<file path="config.mk">
export PLATFORM = sky130hd
export DESIGN_NAME = hpn_ctrl
export DESIGN_NICKNAME = d
export VERILOG_FILES = /design/src/hpn_pkg.sv /design/src/hpn_ctrl.sv
export SDC_FILE = /design/constraint.sdc
export NUM_CORES = 1
export LEC_CHECK = 0
export BUFFER_PORTS_ARGS = -buffer_cell sky130_fd_sc_hd__clkbuf_2
export CAP_MARGIN = 20
export CELL_PAD_IN_SITES_DETAIL_PLACEMENT = 0
export CELL_PAD_IN_SITES_GLOBAL_PLACEMENT = 1
export CORE_AREA = 2 2 39 41
export CTS_BUF_LIST = sky130_fd_sc_hd__clkbuf_4 sky130_fd_sc_hd__clkbuf_8 sky130_fd_sc_hd__clkbuf_16
export CTS_CLUSTER_SIZE = 30
export DETAILED_ROUTE_END_ITERATION = 10
export DIE_AREA = 0 0 41 43
export HOLD_SLACK_MARGIN = 0.05
export PLACE_DENSITY = 0.74
export SYNTH_ARGS = -nofsm -noshare
export SYNTH_HDL_FRONTEND = slang
export SYNTH_SLANG_ARGS = --single-unit
export TNS_END_PERCENT = 10
</file>
<file path="constraint.sdc">
create_clock -name clk -period 2 [get_ports clk]
set_input_delay 0.4 -clock clk [delete_from_list [all_inputs] [get_ports clk]]
set_output_delay 0.4 -clock clk [all_outputs]
set_load 0.02 [all_outputs]
</file>
<file path="src/hpn_pkg.sv">
`timescale 1ns / 1ps
package hpn_pkg;

	localparam int BIN_BITS = 8;
	localparam int PIX_BITS = 8;
	localparam int HEIGHT_BITS = 8;
	localparam int OUT_COUNT_BITS = 24;

	localparam logic [1:0] OP_ACCUMULATE = 2'd0;
	localparam logic [1:0] OP_READ = 2'd1;
	localparam logic [1:0] OP_CLEAR = 2'd2;

	localparam logic [1:0] CH_LIGHTNESS = 2'd0;
	localparam logic [1:0] CH_RED = 2'd1;
	localparam logic [1:0] CH_GREEN = 2'd2;
	localparam logic [1:0] CH_BLUE = 2'd3;

	localparam logic REG_CHANNEL_SELECT = 1'b0;
	localparam logic REG_BAR_HEIGHT = 1'b1;

	localparam logic [1:0] CHANNEL_SELECT_RESET = CH_LIGHTNESS;
	localparam logic [HEIGHT_BITS-1:0] BAR_HEIGHT_RESET = 8'd128;

	typedef struct packed {
		logic capture;
		logic rd_pixel;
		logic rd_bin;
		logic acc_write;
		logic mul;
		logic div_start;
		logic emit;
		logic clear;
	} cmd_t;

	typedef struct packed {
		logic div_done;
	} status_t;

endpackage

</file>
<file path="src/hpn_ctrl.sv">
`timescale 1ns / 1ps
module hpn_ctrl
	import hpn_pkg::*;
(
	input  logic       clk,
	input  logic       arst_n,
	input  logic       start,
	input  logic [1:0] operation,
	input  status_t    status,
	output cmd_t       cmd,
	output logic       busy
);

	typedef enum logic [2:0] {
		S_IDLE,
		S_ACC_RD,
		S_ACC_WR,
		S_BIN_RD,
		S_MUL,
		S_DIV_GO,
		S_DIV_WAIT,
		S_CLEAR
	} state_t;

	state_t state_q;
	logic busy_q;
	logic accept;

	assign accept = start && !busy_q;
	assign busy = busy_q;

	always_ff @(posedge clk or negedge arst_n) begin
		if (!arst_n) begin
			state_q <= S_IDLE;
			busy_q <= 1'b0;
		end else begin
			case (state_q)
				S_IDLE: begin
					if (accept) begin
						case (operation)
							OP_ACCUMULATE: begin
								state_q <= S_ACC_RD;
								busy_q <= 1'b1;
							end
							OP_READ: begin
								state_q <= S_BIN_RD;
								busy_q <= 1'b1;
							end
							OP_CLEAR: begin
								state_q <= S_CLEAR;
								busy_q <= 1'b1;
							end
							default: begin
								state_q <= S_IDLE;
							end
						endcase
					end
				end
				S_ACC_RD: state_q <= S_ACC_WR;
				S_ACC_WR: begin
					state_q <= S_IDLE;
					busy_q <= 1'b0;
				end
				S_BIN_RD: state_q <= S_MUL;
				S_MUL: state_q <= S_DIV_GO;
				S_DIV_GO: state_q <= S_DIV_WAIT;
				S_DIV_WAIT: begin
					if (status.div_done) begin
						state_q <= S_IDLE;
						busy_q <= 1'b0;
					end
				end
				S_CLEAR: begin
					state_q <= S_IDLE;
					busy_q <= 1'b0;
				end
				default: begin
					state_q <= S_IDLE;
					busy_q <= 1'b0;
				end
			endcase
		end
	end

	always_comb begin
		cmd = '0;
		cmd.capture = accept;
		case (state_q)
			S_ACC_RD: cmd.rd_pixel = 1'b1;
			S_ACC_WR: cmd.acc_write = 1'b1;
			S_BIN_RD: cmd.rd_bin = 1'b1;
			S_MUL: cmd.mul = 1'b1;
			S_DIV_GO: cmd.div_start = 1'b1;
			S_DIV_WAIT: cmd.emit = status.div_done;
			S_CLEAR: cmd.clear = 1'b1;
			default: cmd.capture = accept;
		endcase
	end

endmodule

</file>
# Yosys cells after proc, flatten, opt, wreduce, memory -nomap -nowiden
# Index checks and enable logic that the tools add are counted.
# Widths: inputs -> output; s select.
# totals
ff_bits	4
latch_bits	0
ramBits	0
mem_bits_ro	0
inputBits	6
output_inout_bits	9
mem_count	0
# op_classes
addsub	0
multipliers	0
n_div	0
magnitude_cmp	0
n_eq_ne	12
shifts	0
mux	15
bitwise	0
n_reduce_logical	9
# op_table
operator	n
$pmux 3 s7	1
$eq 3x3->1 const B	4
$mux 1	10
$pmux 3 s3	1
$eq 3x2->1 const B	2
$mux 3	2
$ne 2x2->1 const B	3
$reduce_and 4->1	1
$eq 3x1->1 const B	1
$logic_not 3->1	1
$pmux 1 s3	1
$reduce_bool 3->1	1
$reduce_or 3->1	1
$eq 2x1->1 const B	1
$eq 2x2->1 const B	1
$logic_not 2->1	1
$reduce_and 2->1	1
$reduce_or 2->1	1
$logic_and 1x1->1	1
$logic_not 1->1	1

# Logic depth before layout (Yosys ltp)
# depth
depth_word	5
mapped_depth	5

# Least setup slack after synthesis
# No wires, ideal clock.
# synth_timing
path_kind	register to output
from	register state_q[2]
to	output cmd[3] in the netlist's numbering
t_arrival_ns	1.088
required_time_ns	1.600
slack_ns	0.512
path_stages_with_launch	3
path_buffers	1
cell_sequence	dfrtp_1 -> buf_2 -> nor3b_1
# synth_rtl
element	line	rtl
start: declaration	hpn_ctrl.sv:25	state_t state_q;
start signal: assignment	hpn_ctrl.sv:34	state_q <= S_IDLE;
start signal: assignment	hpn_ctrl.sv:42	state_q <= S_ACC_RD;
start signal: assignment	hpn_ctrl.sv:46	state_q <= S_BIN_RD;
end: declaration	hpn_ctrl.sv:10	output cmd_t cmd,

==> results by group <==
Timing
  – Worst rel slew slack: 76.1%
  – Hold Vio Cnt, Final: 0
  – RSZ-0062 raised after global routing: no
  – Final Skew: 4.56 ps
  – Setup TNS: 0 ps
  – Final Max Slew Viols: 0
  – Fin crit period: 1710 ps
  – Max Freq: 583 MHz
  – Tcrit/Tclk final: 85.7%
  – Worst slew pin tran: 358 ps
  – Count of final setup violators: 0

Detailed routing
  – DRC: 0
  – Post-DRT Antenna Nets: 0
  – Top Layer Used: met3
  – Vias per std cell: 4.33
  – DR WL met3: 63 µm
  – Routed WL: 677 µm
  – Routed WL per cell: 9.81 µm
  – Met2 Routed Length: 284 µm
  – Post-route met1 wirelength: 330 µm
  – Via count: 299
  – DRT iter0 DRCs: 5
  – TritonRoute pass-1 iters: 2

Setup path
  – Crit path arrival time: 1310 ps
  – Crit. End Element: output port
  – Slowest CP cell: dfrtp_1
  – Critical Path Start Type: register
  – Critical Path RT: 1600 ps
  – Setup CP Type: register to output port
  – CP max FO: 11
  – Critical path cell sequence: nor2b_1 -> and3_1 -> clkbuf_2
  – CP peak stage delay: 500 ps

Floorplanning
  – Core Region: 1380 µm²
  – Initial Utilization: 23.3%
  – I/O pin count: 15
  – DIE WIDTH: 41 µm
  – Die Height: 43 µm
  – # rows: 14
  – Die ar.: 1760 µm²

Placement
  – HPWL after DPL: 518 µm
  – Dpl cell area: 385 µm²
  – Gpl congestion: 0.645
  – Port Buf Inserts: 14

Yosys
  – Sequential cell area fraction in the yosys report: 31.0%
  – Synth cell types: 21
  – Synthesized Nets: 48
  – Mapped Cells: 39
  – Syn_area_per_cell: 8.28 µm²
  – Yosys warns: 0
  – Synthesis-stage register bit count: 4
  – Cell Area, Synth: 323 µm²

Global routing
  – Gr usage total: 9.37%
  – First-pass GRT wire length: 1070 µm
  – Pin count of the biggest net entering global routing: 14
  – Initial antenna violation count: 0
  – Grt ovf: 0
  – Vias in the first global route: 254

Cells and area
  – Number of diodes: 0
  – Final instance area: 418 µm²
  – Layout Nets: 64
  – Share of post-route cells with drive strength above 1: 34.0%
  – Final core utilization: 30.2%
  – Area growth from synthesis to layout: 29.5%
  – # fillers: 162

Clock network
  – TritonCTS clock tree: done
  – Clk_lat worst skew: 240 ps
  – H-Tree Depth: 1
  – Clk slew on worst S/H paths: 40 ps
  – Root Buffer Master: clkbuf_4
  – CTS sink count: 4
  – CTS buffer count: 3
  – Clk buf depth: 2

Run
  – MaxCap Viol Count: 0

Power and ir drop
  – Leak pwr: 0.000217 µW
  – VDD IR max: 0.000456 V
  – PwrDens: 1440 nW/µm²

Hold path
  – HP Class: primary input to register

Run status
  – Outcome: finished, final reports clean
-- synthesized netlist by cell type --
master    n  share of area (%)
buf_4     1                2.3
clkbuf_1  1                1.2
and2_1    1                1.9
buf_6     1                3.5
nor4b_2   1                4.6
buf_2     1                1.5
o21ai_0   1                1.5
o22ai_1   1                1.9
a21oi_1   3                4.6
nor3_1    2                3.1
nand2_1   2                2.3
dfrtp_1   4                 31
nor2_1    3                3.5
nor2b_1   3                5.8
nor3b_1   2                4.6
ha_1      3                 12
o21ai_1   2                3.1
and2b_1   1                2.3
inv_1     3                3.5
and3_1    2                3.9
a31oi_1   1                1.9
-- kinds of logic (layout without fill, tap and decap cells) --
logic type,after synthesis,after routing,synth area share (%)
flip-flops,4,4,31.0
AND/OR/NAND/NOR,17,17,32.2
buffers and inverters,7,21,12.0
adder cells (fa/ha/maj),3,3,11.6
AO/OA/AOI/OAI,8,8,13.2
-- critical path, delay by kind of cell (launching register included) --
kind	cells	cell delay (ps)
buffers and inverters	1	160
DFF	1	500
and+or+nand+nor	2	410
-- area by class of cell --
type / count / area, µm² / area share [%]
clock buffers: 3 / 22.5 / 5.39
inverters: 3 / 11.3 / 2.69
multi-input cells: 28 / 184 / 44.0
flip-flops and latches: 4 / 100 / 24.0
well taps: 16 / 20.0 / 4.79
repair buffers: 15 / 80.1 / 19.2
-- cells in the final DEF, fill, tap and decap left out --
cell and n:
nor3_1 2, nand2_1 2, dlygate4sd3_1 1, ha_1 3
nor2_1 3, nor4b_2 1, inv_1 3, a21oi_1 3
o21ai_1 2, and2b_1 1, nor2b_1 3, clkbuf_2 14
dfrtp_1 4, o21ai_0 1, o22ai_1 1, nor3b_1 2
a31oi_1 1, clkbuf_4 3, and3_1 2, and2_1 1
-- final timing paths --
| kind | startpoint | end | slack (ps) | cells past startpoint |
|---|---|---|---|---|
| max | state_q[1]$_DFFE_PN0P_ | cmd[1] | 290 | 3 |
| min | status | state_q[1]$_DFFE_PN0P_ | 390 | 2 |
| max reg2reg | state_q[2]$_DFFE_PN0P_ | busy$_DFFE_PN0P_ | 900 | 3 |
| min reg2reg | busy$_DFFE_PN0P_ | busy$_DFFE_PN0P_ | 580 | 2 |
| max in group asynchronous | arst_n | state_q[0]$_DFFE_PN0P_ | 1380 | 2 |
| min in group asynchronous | arst_n | busy$_DFFE_PN0P_ | 490 | 2 |
-- layer usage --
layer  global-route usage (%)  vias to the layer above
met5                        0                        -
met4                     4.00                        0
met3                     6.28                        0
met2                     11.6                       12
met1                     12.3                      128
li1                         -                      159
-- state kept, by name (all words and copies together) (netlist names) --
name,flops
busy,1
state_q,3
-- report_power, final --
group          leakage (µW)  switching [µW]  internal [µW]
combinational      0.000154             165            123
sequential        0.0000487            88.2            121
clock             0.0000138            37.4           67.4
-- repair_timing --
item                      in CTS  in global routing
hold endpoints to repair       4                  0
setup buffers                  0                  0
resized for setup              0                  0
hold buffers                   1                  0
-- through the flow --
step	power [µW]	setup slack (ps)	hold WS, ps	cells
after CTS	611	271	393	69
after global routing	665	161	418	69
after global placement	497	551	208	65
after detailed placement	499	536	210	65
after floorplan	439	512	104	39
final	601	286	392	69
Power figures use the tool's default switching activity.
